### config.mk
export PLATFORM = sky130hd
export DESIGN_NAME = tbp_ctrl
export DESIGN_NICKNAME = d
export VERILOG_FILES = /design/src/tournament_branch_predictor_assert.svh /design/src/tbp_pkg.sv /design/src/tbp_ctrl.sv
export SDC_FILE = /design/constraint.sdc
export NUM_CORES = 1
export LEC_CHECK = 0
export BUFFER_PORTS_ARGS = -buffer_cell sky130_fd_sc_hd__buf_2
export CAP_MARGIN = 20
export CORE_AREA = 5 5 42 44
export DETAILED_ROUTE_END_ITERATION = 10
export DIE_AREA = 0 0 47 49
export MAX_ROUTING_LAYER = met4
export PLACE_DENSITY = 0.42
export SETUP_SLACK_MARGIN = 0.1
export SLEW_MARGIN = 15
export SYNTH_ARGS = -nofsm -noshare
export SYNTH_HDL_FRONTEND = slang
export SYNTH_SLANG_ARGS = --single-unit
### constraint.sdc
create_clock -name clk -period 1.6 [get_ports clk]
set_input_delay 0.24 -clock clk [delete_from_list [all_inputs] [get_ports clk]]
set_output_delay 0.24 -clock clk [all_outputs]
set_load 0.005 [all_outputs]
### src/tournament_branch_predictor_assert.svh
// Assertion macros for the tournament branch predictor.
`ifndef TOURNAMENT_BRANCH_PREDICTOR_ASSERT_SVH
`define TOURNAMENT_BRANCH_PREDICTOR_ASSERT_SVH

`ifndef SYNTHESIS

// Same-cycle implication, checked at every rising edge out of reset.
`define TBP_ASSERT_NOW(label, clk, rst_n, ante, cons) \
    label: assert property (@(posedge clk) disable iff (!rst_n) (ante) |-> (cons)) \
        else $error("tbp assertion failed");

// Next-cycle implication.
`define TBP_ASSERT_NEXT(label, clk, rst_n, ante, cons) \
    label: assert property (@(posedge clk) disable iff (!rst_n) (ante) |=> (cons)) \
        else $error("tbp assertion failed");

`else

`define TBP_ASSERT_NOW(label, clk, rst_n, ante, cons)

`define TBP_ASSERT_NEXT(label, clk, rst_n, ante, cons)

`endif

`endif

### src/tbp_pkg.sv
// Package: constants, types and counter update for the tournament branch predictor.
`default_nettype none

package tbp_pkg;

    localparam int PC_FIELD_W          = 10;
    localparam int PC_INDEX_BITS       = 10;
    localparam int LOCAL_HISTORY_BITS  = 10;
    localparam int GLOBAL_HISTORY_BITS = 2;
    localparam int COUNTER_LIMIT       = 2;
    localparam int CHOOSER_LIMIT       = 2;

    localparam int MAX_LIMIT = (COUNTER_LIMIT > CHOOSER_LIMIT) ? COUNTER_LIMIT : CHOOSER_LIMIT;
    localparam int STR_W     = $clog2(MAX_LIMIT + 1);
    localparam int ENTRY_W   = STR_W + 1;

    localparam int GT_AW  = PC_INDEX_BITS + GLOBAL_HISTORY_BITS;
    localparam int LT_AW  = PC_INDEX_BITS + LOCAL_HISTORY_BITS;
    localparam int CLR_W  = (GT_AW > LT_AW) ? GT_AW : LT_AW;

    localparam logic [STR_W-1:0] CTR_LIMIT_VAL = STR_W'(COUNTER_LIMIT);
    localparam logic [STR_W-1:0] CHO_LIMIT_VAL = STR_W'(CHOOSER_LIMIT);

    typedef struct packed {
        logic [STR_W-1:0] strength;
        logic             guess;
    } ctr_entry_t;

    localparam ctr_entry_t INIT_ENTRY = '{strength: CTR_LIMIT_VAL, guess: 1'b0};

    typedef enum logic [2:0] {
        ST_CLEAR,
        ST_IDLE,
        ST_LH_RD,
        ST_TBL_RD,
        ST_UPDATE
    } tbp_state_t;

    typedef struct packed {
        logic clear;
        logic capture;
        logic commit;
    } tbp_cmd_t;

    typedef struct packed {
        logic clr_last;
        logic out_free;
    } tbp_status_t;

    // Saturating strength counter; at the bottom the guess flips and strength reloads.
    function automatic ctr_entry_t ctr_next(input logic guess, input logic [STR_W-1:0] str,
                                            input logic match, input logic [STR_W-1:0] limit);
        ctr_entry_t r;
        r.guess    = guess;
        r.strength = str;
        if (match) begin
            if (str < limit) begin
                r.strength = str + STR_W'(1);
            end
        end else if (str <= STR_W'(1)) begin
            r.guess    = ~guess;
            r.strength = limit;
        end else begin
            r.strength = str - STR_W'(1);
        end
        return r;
    endfunction

endpackage

`default_nettype wire

### src/tbp_ctrl.sv
// Controller state machine: clearing pass, request accept, read sequencing, commit.
`default_nettype none

module tbp_ctrl (
    input  wire logic                 clk,
    input  wire logic                 rst_n,
    input  wire logic                 in_valid,
    output logic                      in_ready,
    input  wire tbp_pkg::tbp_status_t status,
    output tbp_pkg::tbp_cmd_t         cmd
);

    tbp_pkg::tbp_state_t state_reg;
    tbp_pkg::tbp_state_t state_next;

    always_ff @(posedge clk or negedge rst_n)
    begin
        if (!rst_n)
        begin
            state_reg <= tbp_pkg::ST_CLEAR;
        end
        else
        begin
            state_reg <= state_next;
        end
    end

    always_comb
    begin
        state_next = state_reg;
        unique case (state_reg)
            tbp_pkg::ST_CLEAR:
            begin
                if (status.clr_last)
                begin
                    state_next = tbp_pkg::ST_IDLE;
                end
            end
            tbp_pkg::ST_IDLE:
            begin
                if (in_valid)
                begin
                    state_next = tbp_pkg::ST_LH_RD;
                end
            end
            tbp_pkg::ST_LH_RD:  state_next = tbp_pkg::ST_TBL_RD;
            tbp_pkg::ST_TBL_RD: state_next = tbp_pkg::ST_UPDATE;
            tbp_pkg::ST_UPDATE:
            begin
                if (status.out_free)
                begin
                    state_next = tbp_pkg::ST_IDLE;
                end
            end
            default:            state_next = tbp_pkg::ST_CLEAR;
        endcase
    end

    always_comb
    begin
        in_ready    = 1'b0;
        cmd.clear   = 1'b0;
        cmd.capture = 1'b0;
        cmd.commit  = 1'b0;
        unique case (state_reg)
            tbp_pkg::ST_CLEAR:  cmd.clear = 1'b1;
            tbp_pkg::ST_IDLE:
            begin
                in_ready    = 1'b1;
                cmd.capture = in_valid;
            end
            tbp_pkg::ST_LH_RD:  ;
            tbp_pkg::ST_TBL_RD: ;
            tbp_pkg::ST_UPDATE: cmd.commit = status.out_free;
            default:            ;
        endcase
    end

endmodule

`default_nettype wire

==> metrics.yaml <==
track_usage: 0.0564
ys_types: 16
fillers: 167
cts_resized: 0
hpwl_um: 318
port-buffer-count: 8
r2r_start: "state_reg[0]"
ant_nets: 0
setup_violations: 0
cts_buffers: 3
vdd_ir_drop_max_uv: 553
vias: 172
tritoncts: "done"
skew_ns: 0.00286
cp-start-kind: "flop"
syn-cell-area_sq_um: 200
antenna_found_initial: 0
min_from: "status[0]"
finalCritPeriodShare: 0.871
cts_buffer_depth: 2
grt_max_degree: 10
ys_ff_latch: 3
cp.required_ns: 1.36
grt_first_pass_wirelength_um: 821
crit_arrival_ns: 1.15
drive_gt1_frac: 0.419
drc: 0
hold_end: "state_reg[2]"
core.rowCount: 14
rr_worst_depth: 3
reg2reg_to: "state_reg[0]"
root_buffer: "clkbuf_4"
hp-class: "in2reg"
routed_via_density: 3.66
clkLatencyLatePin_ns: 0.23
start_util: 0.143
largest_reg_flops: 3
rsz0062_at_grt: "no"
antenna_cells: 0
yosysSeqAreaShare: 0.375
total_power_w: 0.000494
timing.fmax_mhz: 717
timing.final.crit_period_ns: 1.39
core_region_area_sq_um: 1400
cts.sinks: 3
hold_path_depth: 2
slew_headroom: 0.807
cp-end-kind: "output pin"
syn-num-nets: 26
synth.area.top_cells: "dfrtp_1, buf_6, nand3b_1, and3_4, nor3_1"
p_leak_nw: 0.123
power_density_nw_per_um2: 1830
tightest_slew_ns: 0.289
globalplace.congestion: 0.598
maxCapViolCount: 0
dieArea_sq_um: 2300
hold_viol: 0
finalMaxSlewViolations: 0
preCtsSetupSlack_ns: 0.378
rrSetupSlack_ns: 0.37
wl_per_cell_um: 9.91
synth_top_cell_area_share: 0.375
die-height_um: 49
final_common_cell: "buf_2"
worstSetupPathType: "reg2out"
ios: 9
yosys.area.top_type: "dfrtp_1"
die_w_um: 47
avgSynthCellArea_sq_um: 9.53
ys_warn_count: 0
htreeDepth: 1
final_util: 0.193
setup_tns_ns: 0
final_nets: 37
path_max_fanout: 9
first_pass_iters: 2
syn2layout_area_growth_pct: 35.0
synth_cells: 21
status: "finished, final reports clean"
drt_iter0_markers: 4
grt.overflow.total: 0
final_cell_mix: "buf_2, clkbuf_4, dfrtp_1"
clk_pin_slew_worst_paths_ns: 0.04
first_global_vias: 177
drt_wl_total_um: 466
setup_ws_ns: 0.206
==> critical path: stages (launching register included) <==
cell and delay (ns):
dfrtp_1 0.47, nor4bb_1 0.30, buf_2 0.16
==> how the worst max path moves through the flow <==
stage	start	end	cells after the start
2_1_floorplan	state_reg[2]	state_reg[0]	3
3_3_place_gp	state_reg[1]	state_reg[0]	3
3_5_place_dp	state_reg[1]	state_reg[0]	3
4_1_cts	state_reg[1]	cmd[1]	2
5_1_grt	state_reg[1]	cmd[1]	2
6_report	state_reg[1]	cmd[1]	2
==> where the power goes <==
group | leakage, nW | total (W) | switching (W) | internal (W)
registers | 0.0384 | 0.000190 | 0.0000807 | 0.000110
clock network | 0.0150 | 0.000133 | 0.0000396 | 0.0000935
logic | 0.0694 | 0.000170 | 0.0000619 | 0.000108
total | 0.123 | 0.000494 | 0.000182 | 0.000311
==> area by class of cell <==
class | instances | area [sq um] | share of cell area
tap | 16 | 20.0 | 0.0741
multi-input combinational | 15 | 98.8 | 0.366
clock buffer | 4 | 26.3 | 0.0972
sequential | 3 | 75.1 | 0.278
timing repair buffer | 9 | 50.0 | 0.185
==> cell families after synthesis <==
kind of cell	Yosys count	synth area share
and+or+nand+nor	13	0.444
DFF	3	0.375
buffers and inverters	3	0.131
AOI/OAI and AO/OA	2	0.0500
==> Yosys cell counts <==
cell	count
nand3b_1	2
clkbuf_1	1
nand2b_1	1
o21ai_1	1
and3_4	1
dfrtp_1	3
nor2_2	1
or3_1	1
nor3_1	2
nor3b_1	1
nand2_1	1
a21oi_1	1
buf_6	2
nor2_1	1
nor4bb_1	1
nor4b_1	1
==> layer usage <==
metal	vias to the layer above	global-route usage	wire length, um
met1	69	0.0795	278
met2	11	0.0407	136
met3	0	0.0554	51
met4	0	0.0415	0
met5	-	-	0
li1	92	-	-
==> stage by stage <==
stage               cell area (sq um)  hold slack, ns  std cells
floorplan                         200         -0.0556         21
global placement                  234          0.0384         42
detailed placement                234          0.0385         42
CTS                               270           0.186         47
global route                      270           0.189         47
finish                            270           0.200         47
==> timing repair <==
| action | CTS | global route |
|---|---|---|
| hold endpoints to repair | 3 | 0 |
| hold buffers | 1 | 0 |
| setup endpoints to repair | 0 | 0 |
| setup buffers | 0 | 0 |
No activity file was read; power rests on OpenSTA's default activity.
